[src/uqesc_pkg.sv]
// ----------------------------------------------------------------------------
// uqesc_pkg: shared types, constants and functions for the quote escaper
// Character codes, plan slot numbering and the escape byte generators.
// ----------------------------------------------------------------------------
package uqesc_pkg;

  // ASCII codes used by the escapes
  localparam logic [6:0] CH_BSL   = 7'h5C;
  localparam logic [6:0] CH_X     = 7'h78;
  localparam logic [6:0] CH_U_LO  = 7'h75;
  localparam logic [6:0] CH_U_HI  = 7'h55;
  localparam logic [6:0] CH_A     = 7'h61;
  localparam logic [6:0] CH_B     = 7'h62;
  localparam logic [6:0] CH_T     = 7'h74;
  localparam logic [6:0] CH_N     = 7'h6E;
  localparam logic [6:0] CH_V     = 7'h76;
  localparam logic [6:0] CH_F     = 7'h66;
  localparam logic [6:0] CH_R     = 7'h72;
  localparam logic [6:0] CH_DEL   = 7'h7F;
  localparam logic [6:0] QUOTE_RST = 7'd34;

  // Plan slots, emitted lowest first
  localparam int NUM_SLOTS = 9;
  localparam logic [3:0] SLOT_OPEN  = 4'd0;
  localparam logic [3:0] SLOT_PRE0  = 4'd1;
  localparam logic [3:0] SLOT_PRE1  = 4'd2;
  localparam logic [3:0] SLOT_PRE2  = 4'd3;
  localparam logic [3:0] SLOT_MAIN  = 4'd4;
  localparam logic [3:0] SLOT_POST0 = 4'd5;
  localparam logic [3:0] SLOT_POST1 = 4'd6;
  localparam logic [3:0] SLOT_POST2 = 4'd7;
  localparam logic [3:0] SLOT_CLOSE = 4'd8;

  // Escape plan for one input byte
  typedef struct packed {
    logic [NUM_SLOTS-1:0] mask;
    logic [2:0][7:0]      pre;
    logic [2:0][7:0]      post;
    logic                 main_hex;
    logic [20:0]          main;
  } plan_t;

  function automatic logic [6:0] hex_digit(input logic [3:0] n);
    if (n < 4'd10) return 7'h30 + {3'b000, n};
    else return 7'h57 + {3'b000, n};
  endfunction

  // \xNN, byte k of 4
  function automatic logic [6:0] hex_char(input logic [7:0] v, input logic [3:0] k);
    logic [6:0] c;
    case (k)
      4'd0: c = CH_BSL;
      4'd1: c = CH_X;
      4'd2: c = hex_digit(v[7:4]);
      default: c = hex_digit(v[3:0]);
    endcase
    return c;
  endfunction

  function automatic logic is_ctl_letter(input logic [20:0] r);
    return (r >= 21'd7) && (r <= 21'd13);
  endfunction

  function automatic logic is_quoted(input logic [20:0] r, input logic [6:0] q);
    return (r[20:7] == '0) && ((r[6:0] == q) || (r[6:0] == CH_BSL));
  endfunction

  // Number of output bytes for one rune
  function automatic logic [3:0] rune_len(input logic [20:0] r, input logic [6:0] q);
    logic [3:0] n;
    if (is_quoted(r, q)) n = 4'd2;
    else if ((r >= 21'h20) && (r <= 21'h7E)) n = 4'd1;
    else if (is_ctl_letter(r)) n = 4'd2;
    else if ((r < 21'h20) || (r == 21'h7F)) n = 4'd4;
    else if (r < 21'h10000) n = 4'd6;
    else n = 4'd10;
    return n;
  endfunction

  // Byte k of the escaped rune
  function automatic logic [6:0] rune_char(input logic [20:0] r, input logic [6:0] q,
                                           input logic [3:0] k);
    logic [31:0] w;
    logic [3:0]  nib;
    logic [6:0]  c;
    w   = {11'b0, r};
    nib = 4'd0;
    c   = CH_BSL;
    if (is_quoted(r, q)) begin
      c = (k == 4'd0) ? CH_BSL : r[6:0];
    end else if ((r >= 21'h20) && (r <= 21'h7E)) begin
      c = r[6:0];
    end else if (is_ctl_letter(r)) begin
      if (k != 4'd0) begin
        case (r[3:0])
          4'd7:    c = CH_A;
          4'd8:    c = CH_B;
          4'd9:    c = CH_T;
          4'd10:   c = CH_N;
          4'd11:   c = CH_V;
          4'd12:   c = CH_F;
          default: c = CH_R;
        endcase
      end
    end else if ((r < 21'h20) || (r == 21'h7F)) begin
      c = hex_char(r[7:0], k);
    end else if (r < 21'h10000) begin
      case (k)
        4'd2:    nib = w[15:12];
        4'd3:    nib = w[11:8];
        4'd4:    nib = w[7:4];
        default: nib = w[3:0];
      endcase
      if (k == 4'd0) c = CH_BSL;
      else if (k == 4'd1) c = CH_U_LO;
      else c = hex_digit(nib);
    end else begin
      case (k)
        4'd2:    nib = w[31:28];
        4'd3:    nib = w[27:24];
        4'd4:    nib = w[23:20];
        4'd5:    nib = w[19:16];
        4'd6:    nib = w[15:12];
        4'd7:    nib = w[11:8];
        4'd8:    nib = w[7:4];
        default: nib = w[3:0];
      endcase
      if (k == 4'd0) c = CH_BSL;
      else if (k == 4'd1) c = CH_U_HI;
      else c = hex_digit(nib);
    end
    return c;
  endfunction

endpackage

[src/utf8_ascii_quote_escaper.sv]
// ----------------------------------------------------------------------------
// utf8_ascii_quote_escaper: UTF-8 to ASCII quoted-literal escaper
// Decodes a UTF-8 byte stream and writes it back as a quoted, escaped literal.
// ----------------------------------------------------------------------------
// One input byte is taken per cycle, while the output is not stalled, as long
// as each byte yields at most one output byte; a byte that expands into N
// output bytes holds the escape serializer (the plan register) until its last
// byte is passed on, and input ready stays low until then. Bytes that only
// extend a UTF-8 sequence produce no output. The first output byte of an accepted
// input passes the plan register, then the output register. The user must write the quote
// character through the cfg channel only between strings; the block itself does not enforce this. It is always ready.
module utf8_ascii_quote_escaper (
  input  logic       clk,
  input  logic       rst,
  // input bytes
  input  logic       in_valid,
  output logic       in_ready,
  input  logic [7:0] data_byte,
  input  logic       end_of_string,
  // escaped output
  output logic       out_valid,
  input  logic       out_ready,
  output logic [6:0] out_byte,
  output logic       last_of_run,
  // quote character register
  input  logic       cfg_valid,
  output logic       cfg_ready,
  input  logic [6:0] cfg_data
);
  import uqesc_pkg::*;

  // Decoder state
  logic [6:0]      quote_char;
  logic [2:0][7:0] pending_bytes, pending_bytes_next;
  logic [1:0]      pending_count, pending_count_next;
  logic [2:0]      sequence_length, sequence_length_next;
  logic            inside_string, inside_string_next;

  // Serializer state
  plan_t      plan, plan_new;
  logic [3:0] kidx;

  logic       in_fire, out_free, plan_busy, plan_adv, final_byte, unit_last;
  logic [3:0] cur, cur_len;
  logic [6:0] cur_byte;
  logic [7:0] hex_val;
  logic       cur_is_hex, cur_is_quote;
  logic [7:0] lo, hi;
  logic       do_start;
  logic [20:0] rune;

  assign cfg_ready = 1'b1;
  assign in_fire   = in_valid && in_ready;
  assign out_free  = !out_valid || out_ready;
  assign plan_busy = |plan.mask;
  assign plan_adv  = plan_busy && out_free;
  assign in_ready  = !plan_busy || (out_free && final_byte);

  // Build the escape plan for the incoming byte and the next decoder state
  always_comb begin
    plan_new             = '0;
    plan_new.pre         = pending_bytes;
    pending_bytes_next   = pending_bytes;
    pending_count_next   = pending_count;
    sequence_length_next = sequence_length;
    inside_string_next   = inside_string;
    lo       = 8'h80;
    hi       = 8'hBF;
    do_start = 1'b0;
    rune     = '0;

    if (!inside_string) plan_new.mask[SLOT_OPEN] = 1'b1;

    case (sequence_length)
      3'd2:    rune = {10'b0, pending_bytes[0][4:0], data_byte[5:0]};
      3'd3:    rune = {5'b0, pending_bytes[0][3:0], pending_bytes[1][5:0], data_byte[5:0]};
      default: rune = {pending_bytes[0][2:0], pending_bytes[1][5:0],
                       pending_bytes[2][5:0], data_byte[5:0]};
    endcase

    if (pending_count == 2'd0) begin
      do_start = 1'b1;
    end else begin
      // second byte range depends on the lead
      if (pending_count == 2'd1) begin
        case (pending_bytes[0])
          8'hE0:   lo = 8'hA0;
          8'hED:   hi = 8'h9F;
          8'hF0:   lo = 8'h90;
          8'hF4:   hi = 8'h8F;
          default: ;
        endcase
      end
      if ((data_byte < lo) || (data_byte > hi)) begin
        // broken sequence: flush buffered bytes as \xNN
        for (int i = 0; i < 3; i++) begin
          if (2'(i) < pending_count) plan_new.mask[SLOT_PRE0 + 4'(i)] = 1'b1;
        end
        pending_count_next   = 2'd0;
        sequence_length_next = 3'd0;
        do_start             = 1'b1;
      end else if (({1'b0, pending_count} + 3'd1) < sequence_length) begin
        pending_bytes_next[pending_count] = data_byte;
        pending_count_next = pending_count + 2'd1;
      end else begin
        plan_new.main            = rune;
        plan_new.mask[SLOT_MAIN] = 1'b1;
        pending_count_next       = 2'd0;
        sequence_length_next     = 3'd0;
      end
    end

    // byte opens a new rune
    if (do_start) begin
      if (!data_byte[7]) begin
        plan_new.main            = {13'b0, data_byte};
        plan_new.mask[SLOT_MAIN] = 1'b1;
      end else if ((data_byte >= 8'hC2) && (data_byte <= 8'hDF)) begin
        sequence_length_next  = 3'd2;
        pending_bytes_next[0] = data_byte;
        pending_count_next    = 2'd1;
      end else if ((data_byte >= 8'hE0) && (data_byte <= 8'hEF)) begin
        sequence_length_next  = 3'd3;
        pending_bytes_next[0] = data_byte;
        pending_count_next    = 2'd1;
      end else if ((data_byte >= 8'hF0) && (data_byte <= 8'hF4)) begin
        sequence_length_next  = 3'd4;
        pending_bytes_next[0] = data_byte;
        pending_count_next    = 2'd1;
      end else begin
        plan_new.main            = {13'b0, data_byte};
        plan_new.main_hex        = 1'b1;
        plan_new.mask[SLOT_MAIN] = 1'b1;
      end
    end

    // end of string: flush truncated sequence, close the literal
    plan_new.post = pending_bytes_next;
    if (end_of_string) begin
      for (int i = 0; i < 3; i++) begin
        if (2'(i) < pending_count_next) plan_new.mask[SLOT_POST0 + 4'(i)] = 1'b1;
      end
      pending_count_next        = 2'd0;
      sequence_length_next      = 3'd0;
      plan_new.mask[SLOT_CLOSE] = 1'b1;
      inside_string_next        = 1'b0;
    end else begin
      inside_string_next = 1'b1;
    end
  end

  // Current slot: lowest pending one
  always_comb begin
    cur = SLOT_CLOSE;
    for (int i = NUM_SLOTS - 1; i >= 0; i--) begin
      if (plan.mask[i]) cur = 4'(i);
    end
  end

  // Byte generation for the current slot
  always_comb begin
    hex_val      = plan.main[7:0];
    cur_is_hex   = 1'b0;
    cur_is_quote = 1'b0;
    case (cur)
      SLOT_OPEN, SLOT_CLOSE: cur_is_quote = 1'b1;
      SLOT_PRE0:  begin cur_is_hex = 1'b1; hex_val = plan.pre[0];  end
      SLOT_PRE1:  begin cur_is_hex = 1'b1; hex_val = plan.pre[1];  end
      SLOT_PRE2:  begin cur_is_hex = 1'b1; hex_val = plan.pre[2];  end
      SLOT_POST0: begin cur_is_hex = 1'b1; hex_val = plan.post[0]; end
      SLOT_POST1: begin cur_is_hex = 1'b1; hex_val = plan.post[1]; end
      SLOT_POST2: begin cur_is_hex = 1'b1; hex_val = plan.post[2]; end
      default:    cur_is_hex = plan.main_hex;
    endcase
    if (cur_is_quote) begin
      cur_byte = quote_char;
      cur_len  = 4'd1;
    end else if (cur_is_hex) begin
      cur_byte = hex_char(hex_val, kidx);
      cur_len  = 4'd4;
    end else begin
      cur_byte = rune_char(plan.main, quote_char, kidx);
      cur_len  = rune_len(plan.main, quote_char);
    end
    unit_last  = (kidx == (cur_len - 4'd1));
    final_byte = unit_last && ((plan.mask & (plan.mask - 9'd1)) == '0);
  end

  // Decoder state and config register
  always_ff @(posedge clk) begin
    if (rst) begin
      quote_char      <= QUOTE_RST;
      pending_count   <= 2'd0;
      sequence_length <= 3'd0;
      inside_string   <= 1'b0;
    end else begin
      if (cfg_valid && cfg_ready) quote_char <= cfg_data;
      if (in_fire) begin
        pending_count   <= pending_count_next;
        sequence_length <= sequence_length_next;
        inside_string   <= inside_string_next;
      end
    end
  end

  // Buffered sequence bytes
  always_ff @(posedge clk) begin
    if (in_fire) pending_bytes <= pending_bytes_next;
  end

  // Plan register and serializer position
  always_ff @(posedge clk) begin
    if (rst) begin
      plan.mask <= '0;
      kidx      <= 4'd0;
    end else if (in_fire) begin
      plan <= plan_new;
      kidx <= 4'd0;
    end else if (plan_adv) begin
      if (unit_last) begin
        plan.mask[cur] <= 1'b0;
        kidx           <= 4'd0;
      end else begin
        kidx <= kidx + 4'd1;
      end
    end
  end

  // Output register
  always_ff @(posedge clk) begin
    if (rst) begin
      out_valid <= 1'b0;
    end else if (out_free) begin
      out_valid <= plan_busy;
    end
  end

  always_ff @(posedge clk) begin
    if (plan_adv) begin
      out_byte    <= cur_byte;
      last_of_run <= final_byte;
    end
  end

  // Checks
  a_stall_blocks_input: assert property (@(posedge clk) disable iff (rst)
    (plan_busy && out_valid && !out_ready) |-> !in_ready)
    else $error("input taken while serializer is stalled");

  a_count_below_len: assert property (@(posedge clk) disable iff (rst)
    (pending_count != 2'd0) |-> ({1'b0, pending_count} < sequence_length))
    else $error("pending count not below sequence length");

  a_empty_no_len: assert property (@(posedge clk) disable iff (rst)
    (pending_count == 2'd0) |-> (sequence_length == 3'd0))
    else $error("sequence length left without buffered bytes");

  a_kidx_in_unit: assert property (@(posedge clk) disable iff (rst)
    plan_busy |-> (kidx < cur_len))
    else $error("serializer index past end of unit");

  a_eos_closes: assert property (@(posedge clk) disable iff (rst)
    (in_fire && end_of_string) |=> (!inside_string && (pending_count == 2'd0)))
    else $error("string still open after end mark");

endmodule

[config.mk]
export PLATFORM = sky130hd
export DESIGN_NAME = utf8_ascii_quote_escaper
export DESIGN_NICKNAME = d
export VERILOG_FILES = /design/src/uqesc_pkg.sv /design/src/utf8_ascii_quote_escaper.sv
export SDC_FILE = /design/constraint.sdc
export NUM_CORES = 1
export LEC_CHECK = 0
export BUFFER_PORTS_ARGS = -buffer_cell sky130_fd_sc_hd__buf_2
export CAP_MARGIN = 0
export CORE_MARGIN = 5
export CORE_UTILIZATION = 42
export DETAILED_ROUTE_END_ITERATION = 10
export GPL_ROUTABILITY_DRIVEN = 0
export GPL_TIMING_DRIVEN = 0
export HOLD_SLACK_MARGIN = 0.08
export PLACE_DENSITY_LB_ADDON = 0.15
export SLEW_MARGIN = 20
export SYNTH_ARGS = -nofsm -noshare
export SYNTH_HDL_FRONTEND = slang
export SYNTH_SLANG_ARGS = --single-unit
[constraint.sdc]
create_clock -name clk -period 9.95 [get_ports clk]
set_input_delay 0.995 -clock clk [delete_from_list [all_inputs] [get_ports clk]]
set_output_delay 0.995 -clock clk [all_outputs]
set_load 0.02 [all_outputs]
Word level (Yosys, flattened, before mapping) --
Cells that the tools add are included. Widths: inputs -> output; s select.
Cells by class: add/sub/neg operators 17, $lt $le $gt $ge 31, equal/unequal tests 32, multiplexer cells 126, bitwise logic cells 6, reduce and logical (&&, ||, !) cells 35
Operators with widths (count):
- $mux 4 | 32
- $mux 7 | 18
- $mux 21 | 5
- $mux 24 | 3
- $mux 22 | 3
- $mux 8 | 8
- $pmux 8 s6 | 1
- $add 6x4->7 const A | 6
- $add 7x4->7 const A | 6
- $pmux 21 s2 | 1
- $pmux 7 s3 | 2
- $eq 4x3->1 const B | 8
- $eq 8x8->1 const B | 4
- $mux 3 | 10
- $pmux 5 s6 | 1
- $eq 4x4->1 const B | 7
- $mux 9 | 3
- $bwmux 24 | 1
- $ge 8x8->1 const B | 3
- $le 8x8->1 const B | 3
- $lt 4x4->1 const B | 6
- $pmux 4 s6 | 1
- $pmux 6 s2 | 2
- $eq 21x7->1 const B | 1
- 51 further kinds | 112
Word-level totals: bits in registers 129, bits of input ports 21, output and inout port bits 11, logic and storage cells 267

Depth between registers and ports, before layout --
Gate-level depths: netlist of the first run.
depth in word-level cells 24, depth in mapped cells 17

Worst setup path before layout of the first run --
OpenSTA, ideal clock, no wires.
path kind register -> register, start point register plan[19] (netlist bit), end point register plan[0] (netlist bit) (enable), setup time 500 ps, arrival time 6007 ps, path slack 3443 ps, cell stages (with the launch flop) 15, path buffers 2, clock period less this slack 6507 ps, path through edfxtp_1 -> nor4_1 -> nand2_1 -> or3_1 -> clkbuf_1 -> a21oi_1 -> nor2_1 -> o21ai_0 -> ha_1 -> xor2_1 -> o21ai_0 -> or2_0 -> o41a_1 -> buf_6 -> nor2_1
Between the ends: cells in the longest elaborated chain, start to end 15
RTL lines:
- start, declared | RTL line utf8_ascii_quote_escaper.sv:40 | plan_t plan, plan_new;
- start signal, assigned | RTL line utf8_ascii_quote_escaper.sv:217 | plan <= plan_new;
- $lt 21x17->1 (tied with other cells) | RTL line uqesc_pkg.sv:75 | else if (r < 21'h10000) n = 4'd6;
- $mux 4 or $logic_or 1x1->1 (tied branches) | RTL line uqesc_pkg.sv:75, uqesc_pkg.sv:74
- $mux 4 | RTL line uqesc_pkg.sv:74 | else if ((r < 21'h20) || (r == 21'h7F)) n = 4'd4;
- $mux 4 | RTL line uqesc_pkg.sv:73 | else if (is_ctl_letter(r)) n = 4'd2;
- $mux 4 | RTL line uqesc_pkg.sv:72 | else if ((r >= 21'h20) && (r <= 21'h7E)) n = 4'd1;
- $mux 4 * | RTL line uqesc_pkg.sv:71 | if (is_quoted(r, q)) n = 4'd2;
- $mux 4 * | RTL line utf8_ascii_quote_escaper.sv:178 | end else if (cur_is_hex) begin
- $mux 4 * | RTL line utf8_ascii_quote_escaper.sv:175 | if (cur_is_quote) begin
- $sub 4x1->4 * | RTL line utf8_ascii_quote_escaper.sv:185 | unit_last = (kidx == (cur_len - 4'd1));
- $eq 4x4->1 * | RTL line utf8_ascii_quote_escaper.sv:185
- $logic_and 1x1->1 * | RTL line utf8_ascii_quote_escaper.sv:186 | final_byte = unit_last && ((plan.mask & (plan.mask - 9'd1)) == '0);
- $logic_and 1x1->1 * | RTL line utf8_ascii_quote_escaper.sv:57 | assign in_ready = !plan_busy || (out_free && final_byte);
- $logic_or 1x1->1 * | RTL line utf8_ascii_quote_escaper.sv:57
- $logic_and 1x1->1 * | RTL line utf8_ascii_quote_escaper.sv:53 | assign in_fire = in_valid && in_ready;
- $reduce_and 2->1 (no source line) *
Every way passes the cells marked *; elsewhere a longest branch is shown, timed or not. A chain may end at the register's enable or synchronous reset.

Final worst setup path of the first run --
start point register plan[1] (netlist bit), end point output in_ready
Between the ends: cells in the longest elaborated chain, start to end 13
RTL lines:
- $lt 21x17->1 (tied with other cells) | RTL line uqesc_pkg.sv:75
- $mux 4 or $logic_or 1x1->1 (tied branches) | RTL line uqesc_pkg.sv:75, uqesc_pkg.sv:74
- $mux 4 | RTL line uqesc_pkg.sv:74
- $mux 4 | RTL line uqesc_pkg.sv:73
- $mux 4 | RTL line uqesc_pkg.sv:72
- $mux 4 * | RTL line uqesc_pkg.sv:71
- $mux 4 * | RTL line utf8_ascii_quote_escaper.sv:178
- $mux 4 * | RTL line utf8_ascii_quote_escaper.sv:175
- $sub 4x1->4 * | RTL line utf8_ascii_quote_escaper.sv:185
- $eq 4x4->1 * | RTL line utf8_ascii_quote_escaper.sv:185
- $logic_and 1x1->1 * | RTL line utf8_ascii_quote_escaper.sv:186
- named net final_byte | RTL line utf8_ascii_quote_escaper.sv:43 | logic in_fire, out_free, plan_busy, plan_adv, final_byte, unit_last;
- $logic_and 1x1->1 * | RTL line utf8_ascii_quote_escaper.sv:57
- $logic_or 1x1->1 * | RTL line utf8_ascii_quote_escaper.sv:57
- end, declared | RTL line utf8_ascii_quote_escaper.sv:17 | output logic in_ready,
Mark *: on every way through the listed nets, which the timed path passes. The rest lies on a longest branch.

==> impl_results.md, run 1 <==
* Worst hold slack at between 400 and 500 ps
* Worst slew pin tran at roughly 1100 ps
* Fin Clk Skew at between 15 and 20 ps
* Synthesized netlist cell count at 796
* Hold path start: pending_bytes[22]
* P_sw at between 0.001 and 0.0015 W
* Synthesized area at just under 8000 µm²
* Nets@finish at about 900
* Total Routing Usage GR at 0.221
* Vias per std cell at 6.25
* Async set or reset register ratio after synthesis at 0
* CTS Root Cell: clkbuf_16
* CTS H-tree lvls at 4
* CTS Sinks at between 100 and 150
* Synth Area in Compound Gates at 0.199
* Critical path endpoint category: primary output
* Sw frac at 0.399
* Status: complete, no violations
* Fmax at approximately 170 MHz
* Detailed-route via count at ~6800
* Syn avg cell area at 9.99 µm²
* Die ar. at roughly 22000 µm²
* Multi-input gate area at roughly 4000 µm²
* Syn_nets at around 850
* Fraction of power consumed by the clock network at 0.221
* Global route overflow at 0
* Rel. slew slack at 0.267
* Sequential share of power at 0.385
* WS Path Type: flop to primary output
* Ys flop type: edfxtp_1
* Remaining antenna violation count after routing at 0
* DRC at 0
* Maximum VDD drop at 0.000147 V
* Non-Filler Instances at 1093
* Final Slew Violations at 0
* Placement row count at 50
* Final instance area at between 8000 and 9000 µm²
* Tcrit/Tclk final at 0.581
* Tightest Hold Check Type: flop to flop
* Global-route wire length before repair at ~38 mm
* Most common cell in the netlist: edfxtp_1
* Largest family of logic cells by synthesized area: compound AO/OA/AOI/OAI gates
* Post-CTS Resized at 0
* Area Growth Syn to Fin at 13.0%
* Fillers at between 1500 and 2000
* Pin count of the biggest net entering global routing at 33
* Combinational share of power at 0.394
* RSZ-0062 raised after global routing: false
* Crit path from: plan[1]
* Crit path time final at between 5000 and 6000 ps
* Worst skew pair latency at around 420 ps
* Internal power at 0.00156 W
* Cts hold-fix bufs at 0
* CP Launch Type: flop
* Routed WL per cell at between 20 and 25 µm
* Mux share of post-synthesis cell area at 0.0581
* Post-CTS Setup Repair Bufs at 0
* CTS tree: yes
* HPWL Detailed at approximately 18 mm
* Post-synth EDFFs at a little over 100
* Simple-Gate Fraction of Synth Area at 0.186
* Post-synthesis sequential area ratio at 0.453
* Setup TNS at 0 ps
* Buffers on Ports at 29
* Reg clk slew, reported paths at 60 ps
* Vias in the first global route at about 6700
* Synth Area in XOR/XNOR at 0.0198
* LEAKAGE at between 3 and 4 nW
* I/O pin cnt at 32
* Critical path required time at 8960 ps
* Yosys Warn Count at 0
* Initial DRC Count at between 700 and 800
* DP Cell Count at around 1100
* Initial antenna violation count at 0
* Max cap viols at 0
* Chip width at roughly 150 µm
* Clock Path Buffers at 2
* Power per cell area at approximately 290 nW/µm²
* Die H at roughly 150 µm
* WL final at 23.6 mm
* Synth top area cells: edfxtp_1, dfxtp_1, ha_1
* Seq. cell area at 3600 µm²
* Commonest cells post-synth: edfxtp_1, nand2_1, nor2_1
* # setup viols final at 0
* Worst EP arrival at 4790 ps
* Share of layout cells above drive strength 1 at 0.119
* #FFs+latches synth at between 100 and 150
* Antenna fix cells at 0
* Crit path max fanout at 10
* Total core area at approximately 19000 µm²
* Fin. Hold Viols at 0
* Dpl cell area at 8440 µm²
* Worst R2R Start: plan[1]
* Num CTS Buffers at 17
* Synth area leader: edfxtp_1
* Drt pass-1 iters at 5
* Initial core utilization at 0.426
* Unique masters post-synth at 85
* Post-Synth Adder-Cell Area at 0.0453
* Yosys top cell area share at 0.385
-- critical path: stages, from the launching register on --
cell       delay, ps
edfxtp_1         480
clkbuf_1         560
inv_1            250
ha_1             290
a32o_1           280
a21oi_1          390
nor2_1            80
o21ai_0          200
ha_1             240
xor2_1           210
o21ai_0          120
nand4bb_1        300
or3_1            500
nor2b_1          190
a21o_1           130
buf_2            150
-- cells by family (layout without fill, tap and decap cells) --
logic type      after synthesis  after routing
xor+xnor                     18             18
compound gates              219            219
other cells                   1              1
fa+ha+maj                    29             29
simple gates                283            283
buf+inv                      73            136
mux                          44             44
flops                       129            129
-- final timing paths --
check,endpoint,slack (ps),cells past startpoint
worst min register to register,plan[68],460,0
worst max-delay path,in_ready,4170,15
worst max register to register,plan[8],4590,16
worst min-delay path,plan[68],460,0
-- per-layer routing --
metal,up-vias,global-route usage,wire length [µm]
li1,3161,-,-
met1,3290,0.296,10300
met2,317,0.348,10700
met3,65,0.0423,1570
met4,0,0.0983,986
met5,-,0,0
-- layout make-up --
type                    instances  share of cell area
clock buffers                  17              0.0473
flip-flops and latches        129               0.401
well taps                     234              0.0326
inverters                      28              0.0118
plain buffers                  45              0.0214
clock inverters                15              0.0131
multi-input cells             594               0.451
repair buffers                 31              0.0214
-- placed cells by master, fill, tap and decap left out, types with 23 or more instances in the layout --
cell and count:
o21ai_0 35, inv_1 27, clkbuf_1 34, edfxtp_1 102, ha_1 28, nand3_1 25
nand2_1 70, dfxtp_1 27, mux2i_1 27, a21oi_1 40, nor3_1 23, nor2_1 57
buf_2 33
-- per-stage QoR --
stage               worst slack (ps)  utilization  total power, W
floorplan                       3440            -         0.00167
global placement                1470        0.450         0.00198
detailed placement              4720        0.453         0.00201
CTS                             4260        0.482         0.00259
global route                    3880        0.482         0.00274
finish                          4170        0.482         0.00260
-- sequential cells by signal, indices dropped and copies added, names as in the netlist --
name and count:
inside_string 1, kidx 4, last_of_run 1, out_byte 7, out_valid 1, pending_bytes 24
pending_count 2, plan 79, quote_char 7, sequence_length 3
-- power groups by stage --
stage | Combinational [W] | Clock [W] | Sequential [W]
finish | 0.00102 | 0.000574 | 0.00100
global route | 0.00112 | 0.000608 | 0.00102
CTS | 0.00101 | 0.000584 | 0.000997
detailed placement | 0.00101 | 0 | 0.00101
global placement | 0.000959 | 0 | 0.00102
floorplan | 0.000687 | 0 | 0.000987
No activity file was read; power rests on OpenSTA's default activity.
==> inputs of run 2 (changes only) <==
==> constraint.sdc (replaced) <==
create_clock -name clk -period 5.2 [get_ports clk]
set_input_delay 0.52 -clock clk [delete_from_list [all_inputs] [get_ports clk]]
set_output_delay 0.52 -clock clk [all_outputs]
set_load 0.02 [all_outputs]
==> impl_results.md, run 2 (synthesized netlist as in run 1, its figures left out) <==
* Fmax at 204 MHz
* CP Launch Type: flop
* Drt pass-1 iters at 5
* Clock Path Buffers at 2
* CTS H-tree lvls at 4
* Fin. Hold Viols at 0
* Crit-path cells: nor4_2, nand2_2, or3_1, clkbuf_1, a21oi_4, nor2_1, o21ai_0, ha_1, xor2_1, o21ai_0, nand4bb_1, or3_1, nor2b_1, a21o_1, buf_2
* I/O pin cnt at 32
* Placement row count at 50
* Reg2Reg Depth at 16
* Pin count of the biggest net entering global routing at 33
* Commonest non-fill, non-tap cell in the layout: edfxtp_1
* Global-route wire length before repair at 37.6 mm
* # setup viols final at 0
* Crit path max fanout at 7
* Initial DRC Count at roughly 580
* Antenna fix cells at 0
* Dpl cell area at between 8000 and 9000 µm²
* Tcrit/Tclk final at 0.944
* Max cap viols at 0
* Worst Path Buf+Inv at 2
* Share of layout cells above drive strength 1 at 0.135
* Initial core utilization at 0.426
* Num CTS Buffers at 17
* Slowest-stage cell, CP: or3_1
* Worst R2R Start: plan[19]
* Worst slew pin tran at about 1200 ps
* Status: complete, no violations
* Delay-heaviest family, CP: simple AND/OR/NAND/NOR gates
* Most Used Layer, Global Route: met2
* Multi-input gate area at ~4100 µm²
* Vias per std cell at between 6 and 7
* DRC at 0
* Met1 usage in global routing at 0.295
* CTS Sinks at between 100 and 150
* Power per cell area at 563 nW/µm²
* GR Layer Usage met3 at 0.0423
* Maximum VDD drop at approximately 0.0003 V
* CTS tree: yes
* Power Total at between 0.005 and 0.006 W
* HPWL Detailed at 18.1 mm
* CP max stage delay at around 500 ps
* Top Registers: plan x79, pending_bytes x24
* Final instance area at between 9000 and 10000 µm²
* Remaining antenna violation count after routing at 0
* Chip width at 148 µm
* Hold EP: quote_char[1]
* LEAKAGE at 3.30 nW
* Hold path start: cfg_data[1]
* Reg-to-reg setup timing slack at between 300 and 400 ps
* Rel. slew slack at 0.225
* Reg clk slew, reported paths at 60 ps
* WS Path Type: flop to primary output
* Routed WL per cell at about 22 µm
* Met2 Usage GRT at 0.347
* End of the worst register-to-register path: plan[20]
* Area Growth Syn to Fin at 14.5%
* Seq. cell area at between 3000 and 4000 µm²
* Fin Clk Skew at about 15 ps
* Total core area at roughly 19000 µm²
* Buffers on Ports at 29
* Most frequent cells in the layout: edfxtp_1, nand2_1, nor2_1, a21oi_1, o21ai_0
* Fillers at 1746
* WL final at around 24 mm
* Total Routing Usage GR at 0.220
* Vias in the first global route at around 6600
* Tightest Hold Check Type: input port to flop
* Global route overflow at 0
* Initial antenna violation count at 0
* Die ar. at between 20000 and 25000 µm²
* Critical path endpoint category: primary output
* Critical path required time at 4680 ps
* Final Slew Violations at 0
* Worst skew pair latency at ~420 ps
* Crit path time final at around 4900 ps
* Detailed-route via count at 6813
* Nets@finish at 896
* Die H at 148 µm
* Most flop-heavy register: plan
* Worst EP arrival at 4390 ps
* Hold path depth at 3
* Largest register FFs at 79
* CTS Root Cell: clkbuf_16
run 2: how the worst max path moves through the flow:
stage,from,end,slack (ps),cells past startpoint
after floorplan,plan[19],plan[0],700,14
after global placement,plan[5],plan[76],-510,17
after detailed placement,plan[1],plan[20],20,16
after CTS,plan[5],in_ready,4,16
after global routing,plan[19],in_ready,-30,15
final,plan[19],in_ready,290,15
run 2: report_power, final:
group | total [W] | switching [W] | leakage, nW | internal, W
combinational | 0.00198 | 0.00130 | 1.85 | 0.000680
clock | 0.00123 | 0.000498 | 0.289 | 0.000736
sequential | 0.00192 | 0.000249 | 1.16 | 0.00167
total | 0.00513 | 0.00204 | 3.30 | 0.00308
run 2: per-stage QoR:
| stage | hold slack, ps | worst slack, ps | utilization | TNS [ps] | instances |
|---|---|---|---|---|---|
| detailed placement | 426 | 15.1 | 0.453 | 0 | 1061 |
| CTS | 320 | 4.10 | 0.485 | 0 | 1093 |
| floorplan | 417 | 699 | - | 0 | 796 |
| global placement | 431 | -514 | 0.450 | -41320 | 1059 |
| finish | 330 | 290 | 0.488 | 0 | 1094 |
| global route | 344 | -30.6 | 0.488 | -30.6 | 1094 |
run 2: routing by layer:
layer / routed length, µm / share of wire
met1: 10500 / 0.44
met2: 11200 / 0.47
met3: 1430 / 0.059
met4: 806 / 0.034
met5: 0 / 0
run 2: area by class of cell:
type / instances / area share
inverter: 28 / 0.0117
multi-input combinational: 594 / 0.449
clock inverter: 14 / 0.0183
buffer: 44 / 0.0213
clock buffer: 18 / 0.0483
timing repair buffer: 33 / 0.0228
tap: 234 / 0.0322
sequential: 129 / 0.396
run 2: repair_timing:
action	in CTS	in global routing
pin swaps	0	0
gates resized for setup	1	12
endpoints found under the setup margin	12	86
hold buffers	0	0
buffers inserted	0	2
run 2: worst reg2reg max path, cell delays in order (launching register included):
cell,delay [ps]
edfxtp_1,460
nor4_2,380
nand2_2,150
or3_1,370
clkbuf_1,240
a21oi_4,250
nor2_1,60
o21ai_0,200
ha_1,240
xor2_1,210
o21ai_0,140
or2_0,240
o41a_1,460
buf_6,170
nor2_4,510
buf_16,260
buf_12,210
